[src/hw/rtl/asps_pkg.sv]
`default_nettype none
// ----------------------------------------------------------------------------
// asps_pkg
// Shared types and codes of the active slave poll scheduler: transaction
// payloads, the classified operation passed from front end to back end, and
// event kind codes.
// ----------------------------------------------------------------------------
package asps_pkg;

   // Event kind codes
   localparam logic [2:0] KIND_RESPONSE = 3'd0;
   localparam logic [2:0] KIND_TIMEOUT  = 3'd1;
   localparam logic [2:0] KIND_MARK     = 3'd2;
   localparam logic [2:0] KIND_NEXT     = 3'd3;
   localparam logic [2:0] KIND_CLEAR    = 3'd4;

   // Miss counter saturation value
   localparam logic [7:0] MISS_SATURATE = 8'd255;

   // Operation queue between front and back end
   localparam int QUEUE_DEPTH = 4;
   localparam int QUEUE_AW    = 2;

   // Configuration register selects (bit 2 of the register byte address)
   localparam logic ADDR_MAX_MISSES  = 1'b0;
   localparam logic ADDR_ACTIVE_ONLY = 1'b1;

   typedef struct packed {
      logic [2:0] kind;
      logic [7:0] slave_address;
      logic       mark_value;
   } req_type;

   typedef struct packed {
      logic [6:0] poll_address;
      logic       slave_is_active;
      logic       any_active;
   } rsp_type;

   typedef struct packed {
      logic [2:0] kind;
      logic [7:0] addr;
      logic       mark;
      logic       addr_ok;
   } op_type;

endpackage
`default_nettype wire

[src/hw/rtl/active_slave_poll_scheduler.sv]
`default_nettype none
// Path: the front end registers each request, the queue buffers it, and the
// back end executes it and registers the response; a timeout adds a miss
// counter read-modify-write. The back end takes a new operation only when idle;
// a next-poll in active-only mode scans one flag a cycle, up to TOP_ADDRESS probes.
// Reset: synchronous; flags, counter valid bits and the active count clear at
// once, last polled address returns to 1, no clearing pass.
// ----------------------------------------------------------------------------
// active_slave_poll_scheduler
// Round-robin slave poll scheduler with per-slave miss counting; APB-style
// register port for the miss threshold and active-only mode.
// ----------------------------------------------------------------------------
module active_slave_poll_scheduler #(
   parameter int MAX_ADDRESS = 126,
   parameter int TABLE_DEPTH = 128
) (
   input  wire               clock,
   input  wire               reset,
   input  wire               req_valid,
   output logic              req_ready,
   input  asps_pkg::req_type req_payload,
   output logic              rsp_valid,
   input  wire               rsp_ready,
   output asps_pkg::rsp_type rsp_payload,
   input  wire               psel,
   input  wire               penable,
   input  wire               pwrite,
   input  wire  [2:0]        paddr,
   input  wire  [31:0]       pwdata,
   output logic [31:0]       prdata,
   output logic              pready
);

   localparam int TOP_ADDRESS = (MAX_ADDRESS < TABLE_DEPTH - 1) ? MAX_ADDRESS
                                                                : TABLE_DEPTH - 1;

   logic [7:0]       max_misses_ff, max_misses_in;
   logic             active_only_ff, active_only_in;
   logic             push_valid, push_ready, pop_valid, pop_ready;
   asps_pkg::op_type push_op, pop_op;

   // Register port: write on the access phase, read back as stored
   assign pready = 1'b1;

   always_comb begin
      max_misses_in  = max_misses_ff;
      active_only_in = active_only_ff;
      if (psel && penable && pwrite) begin
         unique case (paddr[2])
            asps_pkg::ADDR_MAX_MISSES:  max_misses_in  = pwdata[7:0];
            asps_pkg::ADDR_ACTIVE_ONLY: active_only_in = pwdata[0];
            default: ;
         endcase
      end
   end

   always_comb begin
      unique case (paddr[2])
         asps_pkg::ADDR_MAX_MISSES:  prdata = {24'd0, max_misses_ff};
         asps_pkg::ADDR_ACTIVE_ONLY: prdata = {31'd0, active_only_ff};
         default:                    prdata = '0;
      endcase
   end

   always_ff @(posedge clock) begin
      if (reset) begin
         max_misses_ff  <= 8'd3;
         active_only_ff <= 1'b1;
      end else begin
         max_misses_ff  <= max_misses_in;
         active_only_ff <= active_only_in;
      end
   end

   asps_front #(
      .TOP_ADDRESS(TOP_ADDRESS)
   ) u_front (
      .clock      (clock),
      .reset      (reset),
      .req_valid  (req_valid),
      .req_ready  (req_ready),
      .req_payload(req_payload),
      .push_valid (push_valid),
      .push_ready (push_ready),
      .push_op    (push_op)
   );

   asps_queue u_queue (
      .clock     (clock),
      .reset     (reset),
      .push_valid(push_valid),
      .push_ready(push_ready),
      .push_op   (push_op),
      .pop_valid (pop_valid),
      .pop_ready (pop_ready),
      .pop_op    (pop_op)
   );

   asps_back #(
      .TOP_ADDRESS(TOP_ADDRESS),
      .TABLE_DEPTH(TABLE_DEPTH)
   ) u_back (
      .clock      (clock),
      .reset      (reset),
      .max_misses (max_misses_ff),
      .active_only(active_only_ff),
      .pop_valid  (pop_valid),
      .pop_ready  (pop_ready),
      .pop_op     (pop_op),
      .rsp_valid  (rsp_valid),
      .rsp_ready  (rsp_ready),
      .rsp_payload(rsp_payload)
   );

endmodule
`default_nettype wire

[src/hw/rtl/asps_front.sv]
`default_nettype none
// ----------------------------------------------------------------------------
// asps_front
// Input stage: accepts request transactions, checks the slave address range
// and holds the classified operation until the queue takes it.
// ----------------------------------------------------------------------------
module asps_front #(
   parameter int TOP_ADDRESS = 126
) (
   input  wire               clock,
   input  wire               reset,
   input  wire               req_valid,
   output logic              req_ready,
   input  asps_pkg::req_type req_payload,
   output logic              push_valid,
   input  wire               push_ready,
   output asps_pkg::op_type  push_op
);

   logic             fv_ff, fv_in;
   asps_pkg::op_type fop_ff, fop_in;
   asps_pkg::op_type cls;

   // Classify the incoming event
   always_comb begin
      cls.kind    = req_payload.kind;
      cls.addr    = req_payload.slave_address;
      cls.mark    = req_payload.mark_value;
      cls.addr_ok = (req_payload.slave_address != 8'd0) &&
                    (req_payload.slave_address <= 8'(TOP_ADDRESS));
   end

   // Hold one operation; take a new one whenever the slot empties
   assign req_ready  = !fv_ff || push_ready;
   assign push_valid = fv_ff;
   assign push_op    = fop_ff;

   always_comb begin
      fv_in  = fv_ff;
      fop_in = fop_ff;
      if (req_valid && req_ready) begin
         fv_in  = 1'b1;
         fop_in = cls;
      end else if (push_ready) begin
         fv_in = 1'b0;
      end
   end

   always_ff @(posedge clock) begin
      if (reset) begin
         fv_ff <= 1'b0;
      end else begin
         fv_ff <= fv_in;
      end
      fop_ff <= fop_in;
   end

endmodule
`default_nettype wire

[src/hw/rtl/asps_queue.sv]
`default_nettype none
// ----------------------------------------------------------------------------
// asps_queue
// Short FIFO of classified operations so that the front end and the back end
// stall independently.
// ----------------------------------------------------------------------------
module asps_queue (
   input  wire              clock,
   input  wire              reset,
   input  wire              push_valid,
   output logic             push_ready,
   input  asps_pkg::op_type push_op,
   output logic             pop_valid,
   input  wire              pop_ready,
   output asps_pkg::op_type pop_op
);

   localparam int AW = asps_pkg::QUEUE_AW;

   asps_pkg::op_type entry_ff [asps_pkg::QUEUE_DEPTH];
   logic [AW-1:0]    wptr_ff, wptr_in;
   logic [AW-1:0]    rptr_ff, rptr_in;
   logic [AW:0]      fill_ff, fill_in;
   logic             do_push, do_pop;

   assign push_ready = (fill_ff != (AW+1)'(asps_pkg::QUEUE_DEPTH));
   assign pop_valid  = (fill_ff != '0);
   assign pop_op     = entry_ff[rptr_ff];
   assign do_push    = push_valid && push_ready;
   assign do_pop     = pop_valid && pop_ready;

   // Advance pointers and fill count
   always_comb begin
      wptr_in = do_push ? wptr_ff + AW'(1) : wptr_ff;
      rptr_in = do_pop  ? rptr_ff + AW'(1) : rptr_ff;
      fill_in = fill_ff;
      if (do_push && !do_pop) begin
         fill_in = fill_ff + (AW+1)'(1);
      end else if (do_pop && !do_push) begin
         fill_in = fill_ff - (AW+1)'(1);
      end
   end

   always_ff @(posedge clock) begin
      if (reset) begin
         wptr_ff <= '0;
         rptr_ff <= '0;
         fill_ff <= '0;
      end else begin
         wptr_ff <= wptr_in;
         rptr_ff <= rptr_in;
         fill_ff <= fill_in;
      end
      if (do_push) begin
         entry_ff[wptr_ff] <= push_op;
      end
   end

endmodule
`default_nettype wire

[src/hw/rtl/asps_back.sv]
`default_nettype none
// ----------------------------------------------------------------------------
// asps_back
// Execution stage: keeps the slave table (active flags, miss counters, last
// polled address), carries out each operation and registers the response.
// ----------------------------------------------------------------------------
module asps_back #(
   parameter int TOP_ADDRESS = 126,
   parameter int TABLE_DEPTH = 128
) (
   input  wire               clock,
   input  wire               reset,
   input  wire  [7:0]        max_misses,
   input  wire               active_only,
   input  wire               pop_valid,
   output logic              pop_ready,
   input  asps_pkg::op_type  pop_op,
   output logic              rsp_valid,
   input  wire               rsp_ready,
   output asps_pkg::rsp_type rsp_payload
);

   localparam int AW = (TABLE_DEPTH > 1) ? $clog2(TABLE_DEPTH) : 1;
   localparam int CW = $clog2(TOP_ADDRESS + 1);

   typedef enum logic [1:0] {
      ST_IDLE,
      ST_MISS,
      ST_SCAN,
      ST_DONE
   } state_type;

   state_type            state_ff, state_in;
   asps_pkg::op_type     op_ff, op_in;
   logic [TABLE_DEPTH-1:0] flags_ff, flags_in;
   logic [TABLE_DEPTH-1:0] cvalid_ff, cvalid_in;
   logic [CW-1:0]        acount_ff, acount_in;
   logic [AW-1:0]        last_ff, last_in;
   logic [AW-1:0]        probe_ff, probe_in;
   logic [AW-1:0]        poll_ff, poll_in;
   logic [7:0]           steps_ff, steps_in;
   logic                 rsp_valid_ff, rsp_valid_in;
   asps_pkg::rsp_type    rsp_ff, rsp_in;

   // Miss counter memory
   logic [7:0]           miss_mem [TABLE_DEPTH];
   logic [7:0]           rd_data_ff;
   logic                 rd_en, wr_en;
   logic [AW-1:0]        rd_addr, wr_addr;
   logic [7:0]           wr_data;

   logic [AW-1:0]        hidx, oidx, first;
   logic [7:0]           cur_miss, new_miss;

   function automatic logic [AW-1:0] advance(input logic [AW-1:0] a);
      logic [AW-1:0] r;
      if (a == '0 || a >= AW'(TOP_ADDRESS)) begin
         r = AW'(1);
      end else begin
         r = a + AW'(1);
      end
      return r;
   endfunction

   assign hidx      = pop_op.addr[AW-1:0];
   assign oidx      = op_ff.addr[AW-1:0];
   assign first     = advance(last_ff);
   assign cur_miss  = cvalid_ff[oidx] ? rd_data_ff : 8'd0;
   assign new_miss  = (cur_miss == asps_pkg::MISS_SATURATE) ? cur_miss : cur_miss + 8'd1;
   assign pop_ready = (state_ff == ST_IDLE);
   assign rsp_valid   = rsp_valid_ff;
   assign rsp_payload = rsp_ff;

   // Sequence one operation at a time
   always_comb begin
      state_in     = state_ff;
      op_in        = op_ff;
      flags_in     = flags_ff;
      cvalid_in    = cvalid_ff;
      acount_in    = acount_ff;
      last_in      = last_ff;
      probe_in     = probe_ff;
      poll_in      = poll_ff;
      steps_in     = steps_ff;
      rsp_valid_in = rsp_valid_ff && !rsp_ready;
      rsp_in       = rsp_ff;
      rd_en        = 1'b0;
      rd_addr      = hidx;
      wr_en        = 1'b0;
      wr_addr      = oidx;
      wr_data      = new_miss;

      unique case (state_ff)
         ST_IDLE: begin
            if (pop_valid) begin
               op_in    = pop_op;
               poll_in  = '0;
               state_in = ST_DONE;
               priority if (pop_op.kind == asps_pkg::KIND_RESPONSE && pop_op.addr_ok) begin
                  // Mark active, miss count back to zero
                  if (!flags_ff[hidx]) begin
                     acount_in = acount_ff + CW'(1);
                  end
                  flags_in[hidx]  = 1'b1;
                  cvalid_in[hidx] = 1'b0;
               end else if (pop_op.kind == asps_pkg::KIND_TIMEOUT && pop_op.addr_ok) begin
                  // Fetch the miss count
                  rd_en    = 1'b1;
                  state_in = ST_MISS;
               end else if (pop_op.kind == asps_pkg::KIND_MARK && pop_op.addr_ok) begin
                  if (pop_op.mark && !flags_ff[hidx]) begin
                     acount_in = acount_ff + CW'(1);
                  end else if (!pop_op.mark && flags_ff[hidx]) begin
                     acount_in = acount_ff - CW'(1);
                  end
                  flags_in[hidx]  = pop_op.mark;
                  cvalid_in[hidx] = 1'b0;
               end else if (pop_op.kind == asps_pkg::KIND_NEXT) begin
                  poll_in = first;
                  if (!active_only || acount_ff == '0) begin
                     last_in = first;
                  end else begin
                     probe_in = first;
                     steps_in = '0;
                     state_in = ST_SCAN;
                  end
               end else if (pop_op.kind == asps_pkg::KIND_CLEAR) begin
                  flags_in  = '0;
                  cvalid_in = '0;
                  acount_in = '0;
                  last_in   = AW'(1);
               end else begin
                  // Out of range address or unused kind: no change
               end
            end
         end
         ST_MISS: begin
            // Bump the count and drop the flag at the threshold
            wr_en           = 1'b1;
            cvalid_in[oidx] = 1'b1;
            if (new_miss >= max_misses) begin
               if (flags_ff[oidx]) begin
                  acount_in = acount_ff - CW'(1);
               end
               flags_in[oidx] = 1'b0;
            end
            state_in = ST_DONE;
         end
         ST_SCAN: begin
            // Probe one address a cycle
            if (flags_ff[probe_ff]) begin
               poll_in  = probe_ff;
               last_in  = probe_ff;
               state_in = ST_DONE;
            end else if (steps_ff == 8'(TOP_ADDRESS - 1)) begin
               last_in  = poll_ff;
               state_in = ST_DONE;
            end else begin
               probe_in = advance(probe_ff);
               steps_in = steps_ff + 8'd1;
            end
         end
         ST_DONE: begin
            // Load the response once the output slot is free
            if (!rsp_valid_ff || rsp_ready) begin
               rsp_valid_in           = 1'b1;
               rsp_in.poll_address    = 7'(poll_ff);
               rsp_in.slave_is_active = op_ff.addr_ok && flags_ff[oidx];
               rsp_in.any_active      = (acount_ff != '0);
               state_in               = ST_IDLE;
            end
         end
         default: begin
            state_in = ST_IDLE;
         end
      endcase
   end

   always_ff @(posedge clock) begin
      if (reset) begin
         state_ff     <= ST_IDLE;
         flags_ff     <= '0;
         cvalid_ff    <= '0;
         acount_ff    <= '0;
         last_ff      <= AW'(1);
         rsp_valid_ff <= 1'b0;
      end else begin
         state_ff     <= state_in;
         flags_ff     <= flags_in;
         cvalid_ff    <= cvalid_in;
         acount_ff    <= acount_in;
         last_ff      <= last_in;
         rsp_valid_ff <= rsp_valid_in;
      end
      op_ff    <= op_in;
      probe_ff <= probe_in;
      poll_ff  <= poll_in;
      steps_ff <= steps_in;
      rsp_ff   <= rsp_in;
   end

   // Miss counter memory: one read and one write port
   always_ff @(posedge clock) begin
      if (rd_en) begin
         rd_data_ff <= miss_mem[rd_addr];
      end
      if (wr_en) begin
         miss_mem[wr_addr] <= wr_data;
      end
   end

endmodule
`default_nettype wire
[config.mk]
export PLATFORM = sky130hd
export DESIGN_NAME = active_slave_poll_scheduler
export DESIGN_NICKNAME = d
export VERILOG_FILES = /design/src/hw/rtl/asps_pkg.sv /design/src/hw/rtl/active_slave_poll_scheduler.sv /design/src/hw/rtl/asps_front.sv /design/src/hw/rtl/asps_queue.sv /design/src/hw/rtl/asps_back.sv
export SDC_FILE = /design/constraint.sdc
export NUM_CORES = 2
export LEC_CHECK = 0
export BUFFER_PORTS_ARGS = -buffer_cell sky130_fd_sc_hd__buf_4
export CELL_PAD_IN_SITES_DETAIL_PLACEMENT = 1
export CELL_PAD_IN_SITES_GLOBAL_PLACEMENT = 1
export CORE_MARGIN = 5
export CORE_UTILIZATION = 35
export CTS_CLUSTER_DIAMETER = 30
export DETAILED_ROUTE_END_ITERATION = 12
export GPL_TIMING_DRIVEN = 0
export PLACE_DENSITY_LB_ADDON = 0.1
export SLEW_MARGIN = 20
export SYNTH_ARGS = -nofsm -noshare
export SYNTH_HDL_FRONTEND = slang
export SYNTH_SLANG_ARGS = --single-unit
[constraint.sdc]
create_clock -name clock -period 28.2 [get_ports clock]
set_input_delay 0 -clock clock [delete_from_list [all_inputs] [get_ports clock]]
set_output_delay 0 -clock clock [all_outputs]
set_load 0.02 [all_outputs]
==> results.txt <==
----------------------------------------------------
[Pwr]
  Fraction of power spent switching nets ... 0.3871
  Net switching power ... 0.003924 W
  Standby leakage power ... roughly 27 nW
  Combinational Power Share ... 0.320
  Design internal power ... between 0.006 and 0.007 W
  Power density cells ... 124.9 nW/um2
  Max rail drop VDD ... 68.17 uV
  Portion of total power attributed to sequential cells ... 0.256
  Clock share of power ... 0.424

[GRT]
  Global-route total usage across every layer ... 0.3689
  Routing usage on met1 ... 0.4614
  Vias in the first global route ... 53250
  Met2 global-route usage ... 0.5564
  Total congestion overflow after global routing ... 0
  Number of antenna violations at the first check in global routing ... 25
  First-pass GRT wire length ... 471200 um
  Layer with the highest usage after global routing ... met2
  Met3 track demand over resource in global routing ... 0.09784
  Pin count of the biggest net entering global routing ... 97

[Yosys]
  Multiplexer share of the synthesized area ... 0.05871
  Combinational family with the most area after synthesis ... compound AO/OA/AOI/OAI gates
  Number of storage elements in the synthesis netlist ... 1423
  Post-Synth Adder-Cell Area ... 0.006094
  Async set-or-reset flop fraction in the synthesized netlist ... 0
  Simple-gate portion of the synthesized area ... 0.07068
  Sequential fraction of the synthesis area ... 0.6336
  Compound-cell area share of the yosys netlist ... 0.1912
  Number of enable flip-flop cells after synthesis ... 1131
  Synth Instances ... around 5100
  Area share of xor/xnor cells in the synthesized design ... 0.003346
  Number of distinct standard cells referenced by the synthesized netlist ... 93
  Average instance area after synthesis ... ~12 um2
  Top FF cell, synth ... edfxtp_1
  Netlist Area Pre-Place ... 62830 um2
  Synth warn ... 0

[Clock network]
  Level count of the clock H-tree ... 5
  Clock latency on the worst-skew pair ... slightly below 1 ns
  Number of buffers inserted by hold repair at cts ... 56
  Clock-pin slew of the registers on the worst-case setup and hold paths ... approximately 0.040 ns
  Number of buffers on the longest clock path ... 4
  Clk sinks ... about 1400
  CTS tree ... built
  Total setup buffers inserted after CTS ... 0
  Number of gates resized after cts ... 0
  Number of buffers added by the clock tree synthesis step ... 380
  Cell chosen for the clock root ... clkbuf_16

[Floorplanning]
  Count of standard-cell rows ... 155
  Effective utilization at floorplan ... 0.3521
  Die extent in x ... 433.7 um
  Die height ... 433.7 um
  I/O pin cnt ... 98
  Die Outline Area ... about 190000 um2
  Core region area ... 178400 um2

[Final layout]
  Total area of multi-input combinational cells ... between 20000 and 25000 um2
  Share of post-route cells with drive strength above 1 ... 0.1927
  Sequential cell area ... 39810 um2
  FILL cells ... 18400
  Leading cell type in the layout, fill and taps excluded ... edfxtp_1
  Count of nets after finishing ... 5772
  Commonest cells after routing, fill and taps aside ... edfxtp_1, o21ai_0, clkbuf_16
  Growth of design area from synthesis to finish ... 29.13%
  Post-route core utilization ... 0.4547

[Critical path]
  Startpoint of the worst setup timing path ... u_back.oidx[1]
  Critical Path Start Type ... flop
  Worst-path maximum fanout ... 73
  Delay of the slowest cell on the worst path ... 1.01 ns
  Cell type of the slowest stage on the worst timing path ... a311oi_4
  R2r worst-path depth ... 29
  Flop2flop setup slack ... 16.89 ns
  Terminus of the critical flop-to-flop path ... u_back.flags_ff[13]
  Critical path class ... reg -> reg
  Data required time of the critical path ... just under 30 ns
  Endpoint kind of the worst setup timing path ... flop
  Timing endpoint of the critical path ... u_back.flags_ff[13]
  Reg2reg start ... u_back.oidx[1]
  Arrival time at the worst endpoint ... 12.13 ns

[Run status]
  Run status ... complete, no violations

[Timing]
  Total negative slack ... 0 ns
  Worst Skew ... 0.1064 ns
  Upper clock frequency limit ... 88.44 MHz
  Relative max-transition margin ... 0.06944
  Unrepaired setup endpoints after global routing ... false
  Final Hold Violating Endpoints ... 0
  Max Transition Viols Final ... 0
  Post-route fraction of the period consumed by the critical path ... 0.4009
  Final worst path period need ... about 11 ns
  Slew at the pin closest to its max-slew limit ... 1.396 ns
  Final setup violating endpoints ... 0

[Detailed routing]
  Total detailed-routing wirelength ... 356400 um
  DRC violations left ... 0
  Drt first pass iters ... 8
  Antenna-violating nets left ... 0
  Total vias in the final route ... approximately 54000
  Detailed-route wire length per cell ... 42.69 um
  Number of vias per cell after detailed routing ... 6.514
  Initial drt markers ... 7599

[Placement]
  Total half-perimeter wirelength after legalization and detailed placement ... 244100 um
  Gpl congestion ... 1.010
  Port bufs ... 45

[Job]
  Max-cap violations ... 0

[Hold path]
  Worst min-delay path category ... in -> reg

----------------------------------------------------
[synth_stat cells (all sizes together), types with 58 or more instances]
library cell	n	share of area
a211oi	142	0.017
a22o	58	0.0081
nor2	402	0.024
dfxtp	292	0.093
a22oi	220	0.026
mux4	96	0.034
o21ai	531	0.042
a221oi	131	0.018
a32o	85	0.014
nand2	380	0.023
clkbuf	314	0.019
edfxtp	1131	0.54
a21oi	379	0.030
buf	166	0.015
mux2i	97	0.015
[critical path: cells and delay by family (launching register included)]
| family | cells | cell delay (ns) |
|---|---|---|
| flip-flops | 1 | 0.84 |
| multiplexers | 2 | 0.84 |
| buffers and inverters | 6 | 4.20 |
| AO/OA/AOI/OAI | 12 | 3.26 |
| AND/OR/NAND/NOR | 7 | 1.32 |
| adder cells (fa/ha/maj) | 2 | 0.61 |
[worst min-delay path by stage]
stage / start / to / cells after the start
after floorplan: req_payload[9] / u_front.push_op[10] / 0
after global placement: req_payload[0] / u_front.push_op[1] / 1
after detailed placement: req_payload[11] / u_front.push_op[12] / 1
after CTS: reset / u_back.acount_ff[0] / 5
after global routing: reset / u_back.acount_ff[0] / 5
final: reset / u_back.acount_ff[0] / 5
[cell families after synthesis]
logic type,count (synthesis)
other cells,2
buf+inv,528
xor+xnor,24
compound gates,1826
mux,242
flops,1423
fa+ha+maj,30
simple gates,1030
[power by group through the flow]
stage | Clock [W] | Sequential (W) | Combinational, W
after floorplan | 0 | 0.00264 | 0.00133
after global placement | 0 | 0.00270 | 0.00291
after detailed placement | 0 | 0.00263 | 0.00308
final | 0.00430 | 0.00259 | 0.00324
after global routing | 0.00443 | 0.00260 | 0.00322
after CTS | 0.00431 | 0.00259 | 0.00310
[flip-flops by register name (all words and copies together), names as in the netlist, 2 cells and up, named ones only]
signal / count
u_back.rd_data_ff: 8
u_back.oidx: 7
u_back.flags_ff: 128
u_back.cvalid_ff: 128
u_back.miss_mem: 1024
u_back.poll_ff: 7
u_back.last_ff: 7
u_queue.wptr_ff: 2
u_queue.entry_ff: 48
max_misses_ff: 8
u_back.steps_ff: 8
u_front.push_op: 12
u_back.rsp_payload: 9
u_back.acount_ff: 7
u_back.state_ff: 2
u_back.probe_ff: 7
u_queue.fill_ff: 3
u_queue.rptr_ff: 2
[metrics by stage]
stage               std cells  power, W  hold WS [ns]  setup WS, ns  instance area (um2)
floorplan                5128  0.003976       0.09887         17.36                62910
global placement         7528  0.005611        0.1806         6.232                66200
detailed placement       7604  0.005710        0.1810         17.27                67900
CTS                      8338  0.009998       0.08063         17.18                81070
global route             8340   0.01025        0.1439         16.81                81110
finish                   8349   0.01014        0.1333         16.89                81130
[layout make-up]
| cell class | count | share of cell area |
|---|---|---|
| clock inverter | 210 | 0.02981 |
| antenna | 10 | 0.0003084 |
| multi-input combinational | 3177 | 0.2606 |
| inverter | 48 | 0.002329 |
| timing repair buffer | 178 | 0.02704 |
| sequential | 1423 | 0.4907 |
| buffer | 480 | 0.02724 |
| tap | 2355 | 0.03632 |
| clock buffer | 468 | 0.1256 |
[per-layer routing]
layer / vias to the layer above / wire length (um)
li1: 21360 / -
met1: 28190 / 134000
met2: 3797 / 156200
met3: 1033 / 36520
met4: 10 / 29650
met5: - / 78
Power figures use the tool's default switching activity.
